**src/rtl/assert_macros.svh**
```systemverilog
// Assertion helpers for the RTL
`ifndef ASSERT_MACROS_SVH
`define ASSERT_MACROS_SVH

`define R2_ASSERT(lbl, clk, rst, prop, msg) \
   lbl: assert property (@(posedge clk) disable iff (rst) prop) else $error(msg);

// same-cycle implication
`define R2_ASSERT_IMP(lbl, clk, rst, ante, cons, msg) \
   `R2_ASSERT(lbl, clk, rst, ante |-> cons, msg)

// next-cycle implication
`define R2_ASSERT_NXT(lbl, clk, rst, ante, cons, msg) \
   `R2_ASSERT(lbl, clk, rst, ante |=> cons, msg)

`endif

```
**src/rtl/r2fft_pkg.sv**
```systemverilog
package r2fft_pkg;

   localparam int DATA_W   = 36;
   localparam int SAMPLE_W = 24;
   localparam int INDEX_W  = 10;
   localparam int CSR_AW   = 3;
   localparam int CSR_DW   = 32;

   localparam logic [1:0] MODE_LOAD  = 2'd0;
   localparam logic [1:0] MODE_START = 2'd1;
   localparam logic [1:0] MODE_READ  = 2'd2;

   // register index, taken from paddr[2]
   localparam logic REG_LOG2_SIZE = 1'b0;
   localparam logic REG_INVERSE   = 1'b1;

   localparam logic [3:0] LOG2_SIZE_RESET = 4'd10;

   typedef struct packed {
      logic [3:0] log2_size;
      logic       inverse_mode;
   } cfg_type;

   typedef enum logic [3:0] {
      ST_IDLE,
      ST_RD_WAIT,
      ST_BR_RD,
      ST_BR_W1,
      ST_BR_W2,
      ST_BF_RD,
      ST_BF_MUL,
      ST_BF_RND,
      ST_BF_WE,
      ST_BF_WO,
      ST_DV_RD,
      ST_DV_WR,
      ST_DONE
   } state_type;

   // saturate a sum with three growth bits back to the data width
   function automatic logic signed [DATA_W-1:0] sat_data(input logic signed [DATA_W+2:0] v);
      logic signed [DATA_W-1:0] res;
      if (v[DATA_W+2:DATA_W-1] == '0 || v[DATA_W+2:DATA_W-1] == '1) begin
         res = v[DATA_W-1:0];
      end else if (v[DATA_W+2]) begin
         res = {1'b1, {(DATA_W-1){1'b0}}};
      end else begin
         res = {1'b0, {(DATA_W-1){1'b1}}};
      end
      return res;
   endfunction

endpackage

```
**src/rtl/r2fft_csr.sv**
```systemverilog
module r2fft_csr (
   input  logic                        clock,
   input  logic                        reset,
   input  logic                        psel,
   input  logic                        penable,
   input  logic                        pwrite,
   input  logic [r2fft_pkg::CSR_AW-1:0] paddr,
   input  logic [r2fft_pkg::CSR_DW-1:0] pwdata,
   output logic [r2fft_pkg::CSR_DW-1:0] prdata,
   output logic                        pready,
   output r2fft_pkg::cfg_type          cfg
);
   import r2fft_pkg::*;

   cfg_type cfg_ff, cfg_in;
   logic    wr_en;

   assign wr_en  = psel && penable && pwrite;
   assign pready = 1'b1;
   assign cfg    = cfg_ff;

   always_comb begin
      cfg_in = cfg_ff;
      if (wr_en) begin
         case (paddr[2])
            REG_LOG2_SIZE: cfg_in.log2_size    = pwdata[3:0];
            REG_INVERSE:   cfg_in.inverse_mode = pwdata[0];
            default:       cfg_in = cfg_ff;
         endcase
      end
   end

   always_comb begin
      case (paddr[2])
         REG_LOG2_SIZE: prdata = {{(CSR_DW-4){1'b0}}, cfg_ff.log2_size};
         REG_INVERSE:   prdata = {{(CSR_DW-1){1'b0}}, cfg_ff.inverse_mode};
         default:       prdata = '0;
      endcase
   end

   always_ff @(posedge clock) begin
      if (reset) begin
         cfg_ff.log2_size    <= LOG2_SIZE_RESET;
         cfg_ff.inverse_mode <= 1'b0;
      end else begin
         cfg_ff <= cfg_in;
      end
   end

endmodule

```
**config.mk**
```make
export PLATFORM = sky130hd
export DESIGN_NAME = r2fft_csr
export DESIGN_NICKNAME = d
export VERILOG_FILES = /design/src/rtl/assert_macros.svh /design/src/rtl/r2fft_pkg.sv /design/src/rtl/r2fft_csr.sv
export SDC_FILE = /design/constraint.sdc
export NUM_CORES = 1
export LEC_CHECK = 0
export BUFFER_PORTS_ARGS = -buffer_cell sky130_fd_sc_hd__clkbuf_2
export CORE_ASPECT_RATIO = 0.8
export CORE_UTILIZATION = 25
export CTS_CLUSTER_SIZE = 12
export DETAILED_ROUTE_END_ITERATION = 10
export HOLD_SLACK_MARGIN = 0.1
export PLACE_DENSITY = 0.77
export SYNTH_ARGS = -nofsm -noshare
export SYNTH_HDL_FRONTEND = slang
export SYNTH_SLANG_ARGS = --single-unit
```
**constraint.sdc**
```tcl
create_clock -name clock -period 0.8 [get_ports clock]
set_clock_uncertainty 0.1 [all_clocks]
set_input_delay 0.08 -clock clock [delete_from_list [all_inputs] [get_ports clock]]
set_output_delay 0.08 -clock clock [all_outputs]
set_load 0.1 [all_outputs]
```
* Word level (Yosys, flattened, before mapping)
Index checks and enable logic that the tools add are counted.
** Storage, ports and cells
- Register bits :: 5
- Bits of input ports :: 40
- Output and inout bits :: 38
- Logic and storage cells :: 8
** Operators by class
- Mux-type cells :: 1
- Bitwise operators :: 1
- Reductions and logical operators :: 4
** Operator list (count)
- $pmux 32 s2 :: 1
- $reduce_and 2->1 :: 2
- $logic_and 1x1->1 :: 2
- $not 1->1 :: 1

* Logic depth before layout (Yosys ltp)
Gate-level depths: netlist of the first run.
- Depth in word-level cells :: 3
- Depth in mapped cells :: 3
- Depth with buffers taken out :: 2

* Least setup slack after synthesis of the first run
Ideal clock, no wire load.
- Path kind :: reg-to-output
- Start :: register cfg_ff, in the netlist cfg[0]
- End :: output port prdata[0] in the netlist's numbering
- Arrival time :: 1605 ps
- Required time :: 620 ps
- Slack :: -985 ps
- Cell stages (with the launch flop) :: 2
- Buffers on the path :: 0
- Path through :: dfxtp_1 -> mux2_2
** On the way
- Word-level cells in the longest chain between the ends :: 1
** Ends and longest elaborated chain
- from (decl) :: RTL line r2fft_csr.sv:15 : cfg_type cfg_ff, cfg_in;
- from (signal assigned) :: RTL line r2fft_csr.sv:46 : cfg_ff <= cfg_in;
- $pmux 32 s2 :: RTL line r2fft_csr.sv:34 : case (paddr[2])
- to (decl) :: RTL line r2fft_csr.sv:9 : output logic [r2fft_pkg::CSR_DW-1:0] prdata,
No other way between the ends. The select of a mux whose other input is x is not followed.

* Final worst setup path of the first run
- Start :: register cfg_ff, in the netlist cfg[1]
- End :: output port prdata[0] in the netlist's numbering
Same word-level chain as after synthesis.

==> metrics, run 1 <==
first-pass GRT wire length 1480 um; row cnt 13; share of layout cells above drive strength 1 47.1%; cts hold-fix bufs 1; diode count 0; Cell Area, Placed 683 um2; residual DRC count 0; Vias 377; worst vdd ir 0.694 mV; top-area cell type share of the netlist area 44.4%; synthesized area 490 um2; Initial DRT Pass Iterations 3; Min-Delay Path Class primary input to flop; CTS Buffer Depth 2; core area 1720 um2; final worst setup slack -400 ps; Max Slew Vio Count 0; Pwr Density 1820 nW/um2; largest area contributor in the netlist buf_4; post-route ant nets 0; Fin. Hold Viols 0; critical path class flop to primary output; area delta synth->final 55.4%; Pleak 0.000387 uW; htree depth 1; TritonCTS Sinks 5; IO Count 78; status complete, but fails checks; Startpoint Class flop; Die Y-Extent 41.6 um; antenna violations before repair 0; FILL cells 170; fmax 833 MHz; Root Driver clkbuf_4; GR Overflow Total 0; Yosys reg bits 5; WL per Instance 9.06 um; die area 2140 um2; post-DP HPWL 789 um; initial DRC count 1; post-synthesis sequential area ratio 20.4%; synth top area cells buf_4 44%, dfxtp_1 20%, mux2i_1 10%, nand2b_1 6.4%, and2b_2 5.4%; Starting Density 28.4%; largest net degree at the start of global routing 10; syn avg cell area 8.46 um2; crit end category primary output; CTS tree built; final period utilization 150%; Power Total 1390 uW; total CTS buffers 3; max reg flops 5; vias in the first global route 345; Die X 51.5 um; input/output buffers 18; Routed WL 969 um; Reg2Reg Setup Slack -110 ps; maxcap violations 0; minimum clock period 1200 ps; CTS clk-pin slew, worst paths 50 ps; # setup viols final 12; RSZ-0062 raised after global routing yes; CP Max Fanout 2; CP arrival 1020 ps; Worst EP required 620 ps; GP Congestion 0.633; vias per cell 3.52; YS warnings 0; post-route cell area 762 um2; Cells after Synth 58; latest clock arrival within the worst-skew pair 240 ps; GR Util All Layers 9.96%; Nets 126; failing checks setup timing; Yosys cell types 12
==> what timing repair did <==
item | 4_1_cts | 5_1_grt
endpoints found under the hold margin | 5 | 4
setup buffers | 1 | 3
endpoints found under the setup margin | 12 | 14
gates resized for setup | 5 | 4
==> per-layer routing <==
layer  routed length [um]  vias up  track usage, %  part of all wire, %
li1                     -      177               -                    -
met1                  252      166            8.11                   26
met2                  570       30            16.9                   59
met3                   98        4            4.40                   10
met4                   47        0            10.3                  4.9
met5                    0        -               0                    0
==> worst paths after layout <==
check        depth (start not counted)   endpoint      start
max reg2reg                          4     cfg[1]     cfg[1]
max                                  2  prdata[0]     cfg[1]
min                                  3     cfg[2]  pwdata[1]
min reg2reg                          2     cfg[2]     cfg[2]
==> layout make-up <==
type | count | area, um2 | area share, %
Multi-Input combinational cell | 49 | 275 | 36.1
Tap cell | 22 | 27.5 | 3.61
Timing Repair Buffer | 27 | 314 | 41.2
Clock buffer | 4 | 26.3 | 3.45
Sequential cell | 5 | 119 | 15.6
==> per-stage QoR <==
stage	hold WS (ps)	instances	utilization [%]	TNS [ps]	setup slack (ps)
floorplan	125	85	-	-1620	-314
global placement	217	100	39.6	-1270	-190
detailed placement	220	100	39.6	-1360	-215
CTS	2.92	106	43.3	-2690	-410
global route	22.3	107	44.2	-3190	-428
finish	8.22	107	44.2	-2780	-400
==> Yosys cell counts <==
cell type / n
mux2_2: 1
and4b_1: 1
nand4_1: 1
clkbuf_1: 1
buf_6: 1
nor2_1: 4
nand2b_1: 5
conb_1: 2
and2b_2: 3
dfxtp_1: 5
buf_4: 29
mux2i_1: 5
==> critical path, stage by stage (launching register included) <==
cell and delay (ps):
dfxtp_4 330, mux2_4 280, buf_12 170
==> power by group <==
group	internal [uW]	switching, uW
clock	189	104
sequential	243	4.19
combinational	113	735
==> logic make-up (layout without fill, tap and decap cells) <==
kind of cell,after synthesis,in the layout,synth area share (%)
buf+inv,31,31,47.4
mux,6,6,12.5
flops,5,5,20.4
other cells,2,29,1.53
simple gates,14,14,18.1
==> cell usage in the layout (no fill, tap or decap) <==
| master | n |
|---|---|
| clkbuf_2 | 9 |
| clkbuf_1 | 1 |
| dfxtp_4 | 5 |
| mux2i_1 | 5 |
| conb_1 | 29 |
| buf_6 | 5 |
| and4b_2 | 1 |
| mux2_4 | 1 |
| nand4_1 | 1 |
| clkbuf_4 | 3 |
| nand2b_1 | 4 |
| buf_12 | 9 |
| and2b_4 | 3 |
| nand2b_4 | 1 |
| nor2_1 | 4 |
| dlygate4sd3_1 | 1 |
| buf_4 | 3 |
(Power assumes the default switching activity.)
==> run 2: changes to the inputs <==
--- a/config.mk
+++ b/config.mk
@@ -5,13 +5,14 @@
 export SDC_FILE = /design/constraint.sdc
 export NUM_CORES = 1
 export LEC_CHECK = 0
+export ABC_AREA = 1
 export BUFFER_PORTS_ARGS = -buffer_cell sky130_fd_sc_hd__clkbuf_2
 export CORE_ASPECT_RATIO = 0.8
 export CORE_UTILIZATION = 25
 export CTS_CLUSTER_SIZE = 12
 export DETAILED_ROUTE_END_ITERATION = 10
 export HOLD_SLACK_MARGIN = 0.1
-export PLACE_DENSITY = 0.77
+export PLACE_DENSITY = 0.76
 export SYNTH_ARGS = -nofsm -noshare
 export SYNTH_HDL_FRONTEND = slang
 export SYNTH_SLANG_ARGS = --single-unit
==> metrics, run 2 <==
Yosys reg bits 5 (unchanged); Yosys cell types 11 (was 12); GR Overflow Total 0 (unchanged); count leader, synth buf_4 (unchanged); commonest non-fill, non-tap cell in the layout conb_1 (unchanged); dominant synthesized flop cell dfxtp_1 (unchanged); YS warnings 0 (unchanged); Initial DRT Pass Iterations 4 (was 3); largest net degree at the start of global routing 7 (was 10); Cells after Synth 74 (was 58); max reg flops 5 (unchanged); top-area cell type share of the netlist area 43.6% (was 44.4%); Vias 439 (was 377); Max Slew Vio Count 0 (unchanged); Min-Delay Path Class primary input to flop (unchanged); Die Y-Extent 42.0 um (was 41.6 um); worst hold slack -44.0 ps (was 8.22 ps); FILL cells 171 (was 170); GR Util All Layers 9.78% (was 9.96%); residual DRC count 0 (unchanged); Starting Density 26.6% (was 28.4%); Startpoint Class flop (unchanged); area delta synth->final 79.2% (was 55.4%); failing checks hold timing, setup timing (was setup timing); status complete, but fails checks (unchanged); TritonCTS Sinks 5 (unchanged); WL per Instance 8.20 um (was 9.06 um); critical path class flop to primary output (unchanged); multi-input logic area 334 um2 (was 275 um2); pre-CTS setup slack -109 ps (was -215 ps); Die X 52.0 um (was 51.5 um); vias in the first global route 364 (was 345); CTS clk-pin slew, worst paths 40 ps (was 50 ps); synth top area cells buf_4 44%, dfxtp_1 20%, nand2_1 9.0%, nand3_1 6.0%, nor2_1 6.0% (was buf_4 44%, dfxtp_1 20%, mux2i_1 10%, nand2b_1 6.4%, and2b_2 5.4%); CP Max Fanout 2 (unchanged); Root Driver clkbuf_4 (unchanged); first-pass GRT wire length 1480 um (unchanged); post-DP HPWL 823 um (was 789 um); number of synthesized flops with an enable pin 0 (unchanged); final period utilization 137% (was 150%); Pwr Density 1710 nW/um2 (was 1820 nW/um2); minimum clock period 1090 ps (was 1200 ps); largest incremental delay on the critical path 340 ps (was 330 ps); core area 1870 um2 (was 1720 um2); commonest cells after routing, fill and taps aside 29 x conb_1, 11 x buf_12, 9 x clkbuf_2, 7 x nand2_1 (was 29 x conb_1, 9 x clkbuf_2, 9 x buf_12); Routed WL 1050 um (was 969 um); slowest stage cell on the critical path dfxtp_4 (unchanged); CTS tree built (unchanged); IO Count 78 (unchanged); die area 2180 um2 (was 2140 um2); initial DRC count 4 (was 1); post-route ant nets 0 (unchanged); crit-path cells inv_2 > nor2_4 > buf_12 (was mux2_4 > buf_12); row cnt 14 (was 13); GP Congestion 0.682 (was 0.633); share of layout cells above drive strength 1 52.9% (was 47.1%); Pleak 0.000468 uW (was 0.000387 uW); latest clock arrival within the worst-skew pair 250 ps (was 240 ps); maxcap violations 0 (unchanged); # setup viols final 12 (unchanged); input/output buffers 18 (unchanged); Commonest cells post-synth 29 x buf_4, 12 x nand2_1, 8 x nor2_1 (was 29 x buf_4, 5 x dfxtp_1, 5 x mux2i_1, 5 x nand2b_1, 4 x nor2_1); RSZ-0062 raised after global routing yes (unchanged); diode count 0 (unchanged); worst path bufs/invs 2 (was 1); syn avg cell area 6.75 um2 (was 8.46 um2); sequential cell area 119 um2 (unchanged); CTS Buffer Depth 2 (unchanged); htree depth 1 (unchanged); crit end category primary output (unchanged); antenna violations before repair 0 (unchanged); synthesized area 499 um2 (was 490 um2); post-synthesis async set-or-reset flop share 0% (unchanged); worst vdd ir 1.11 mV (was 0.694 mV); Top delay family on crit path flip-flops (unchanged); Worst EP required 620 ps (about the same); Nets 145 (was 126); largest area contributor in the netlist buf_4 (unchanged); vias per cell 3.43 (was 3.52); fmax 916 MHz (was 833 MHz); total CTS buffers 3 (unchanged); Util after Layout 47.7% (was 44.2%); Fin. Hold Viols 2 (was 0); post-synthesis sequential area ratio 20.1% (was 20.4%); CP arrival 910 ps (was 1020 ps); final worst setup slack -292 ps (was -400 ps)
[run 2: layout make-up]
class                      instances  share of cell area [%]
clock buffer                       4                    2.94
multi-input combinational         58                    37.3
inverter                           8                    3.36
timing repair buffer              29                    39.7
sequential                         5                    13.3
tap                               24                    3.36
[run 2: what timing repair did]
action	CTS	global route
gates resized for setup	6	8
buffers inserted	2	1
pin swaps	6	4
endpoints found under the setup margin	13	13
endpoints found under the hold margin	5	3
[run 2: per-layer routing]
layer	wire, um	track usage (%)	vias to the layer above	share of wire [%]
met5	0	0	-	0
met4	0	1.62	0	0
met3	93	5.43	0	8.9
met2	637	19.0	24	61
met1	318	8.63	192	30
li1	-	-	223	-
[run 2: kinds of logic (layout without fill, tap and decap cells)]
group / Yosys count / after routing / synth area share (%)
AND/OR/NAND/NOR: 28 / 28 / 25.6
AO/OA/AOI/OAI: 1 / 1 / 1.00
buffers and inverters: 38 / 41 / 51.9
other: 2 / 29 / 1.50
flip-flops: 5 / 5 / 20.1
[run 2: tightest hold or removal path, stage by stage]
cell and delay, ps:
clkbuf_2 80, nand2_1 50, nand3_2 60
[run 2: final timing paths]
check,startpoint,end,slack (ps),cells after the start
setup / recovery,cfg[2],prdata[1],-290,3
hold / removal,pwdata[3],cfg[4],-40,3
setup reg to reg,cfg[0],cfg[0],-130,4
hold reg to reg,cfg[3],cfg[3],410,2
[run 2: power breakdown]
group | switching [uW] | total [uW] | internal, uW
Clock | 104 | 293 | 189
Sequential | 9.88 | 259 | 249
Combinational | 821 | 977 | 157
Total | 935 | 1530 | 594
[run 2: per-stage QoR]
step	area [um2]	total power [uW]	std cells	hold WS (ps)	setup TNS, ps
2_1_floorplan	677	1170	101	105	-1800
3_3_place_gp	788	1200	121	197	-482
3_5_place_dp	788	1210	121	200	-609
4_1_cts	851	1520	127	-47.2	-2710
5_1_grt	895	1580	128	-40.5	-2930
6_report	895	1530	128	-44.0	-2640
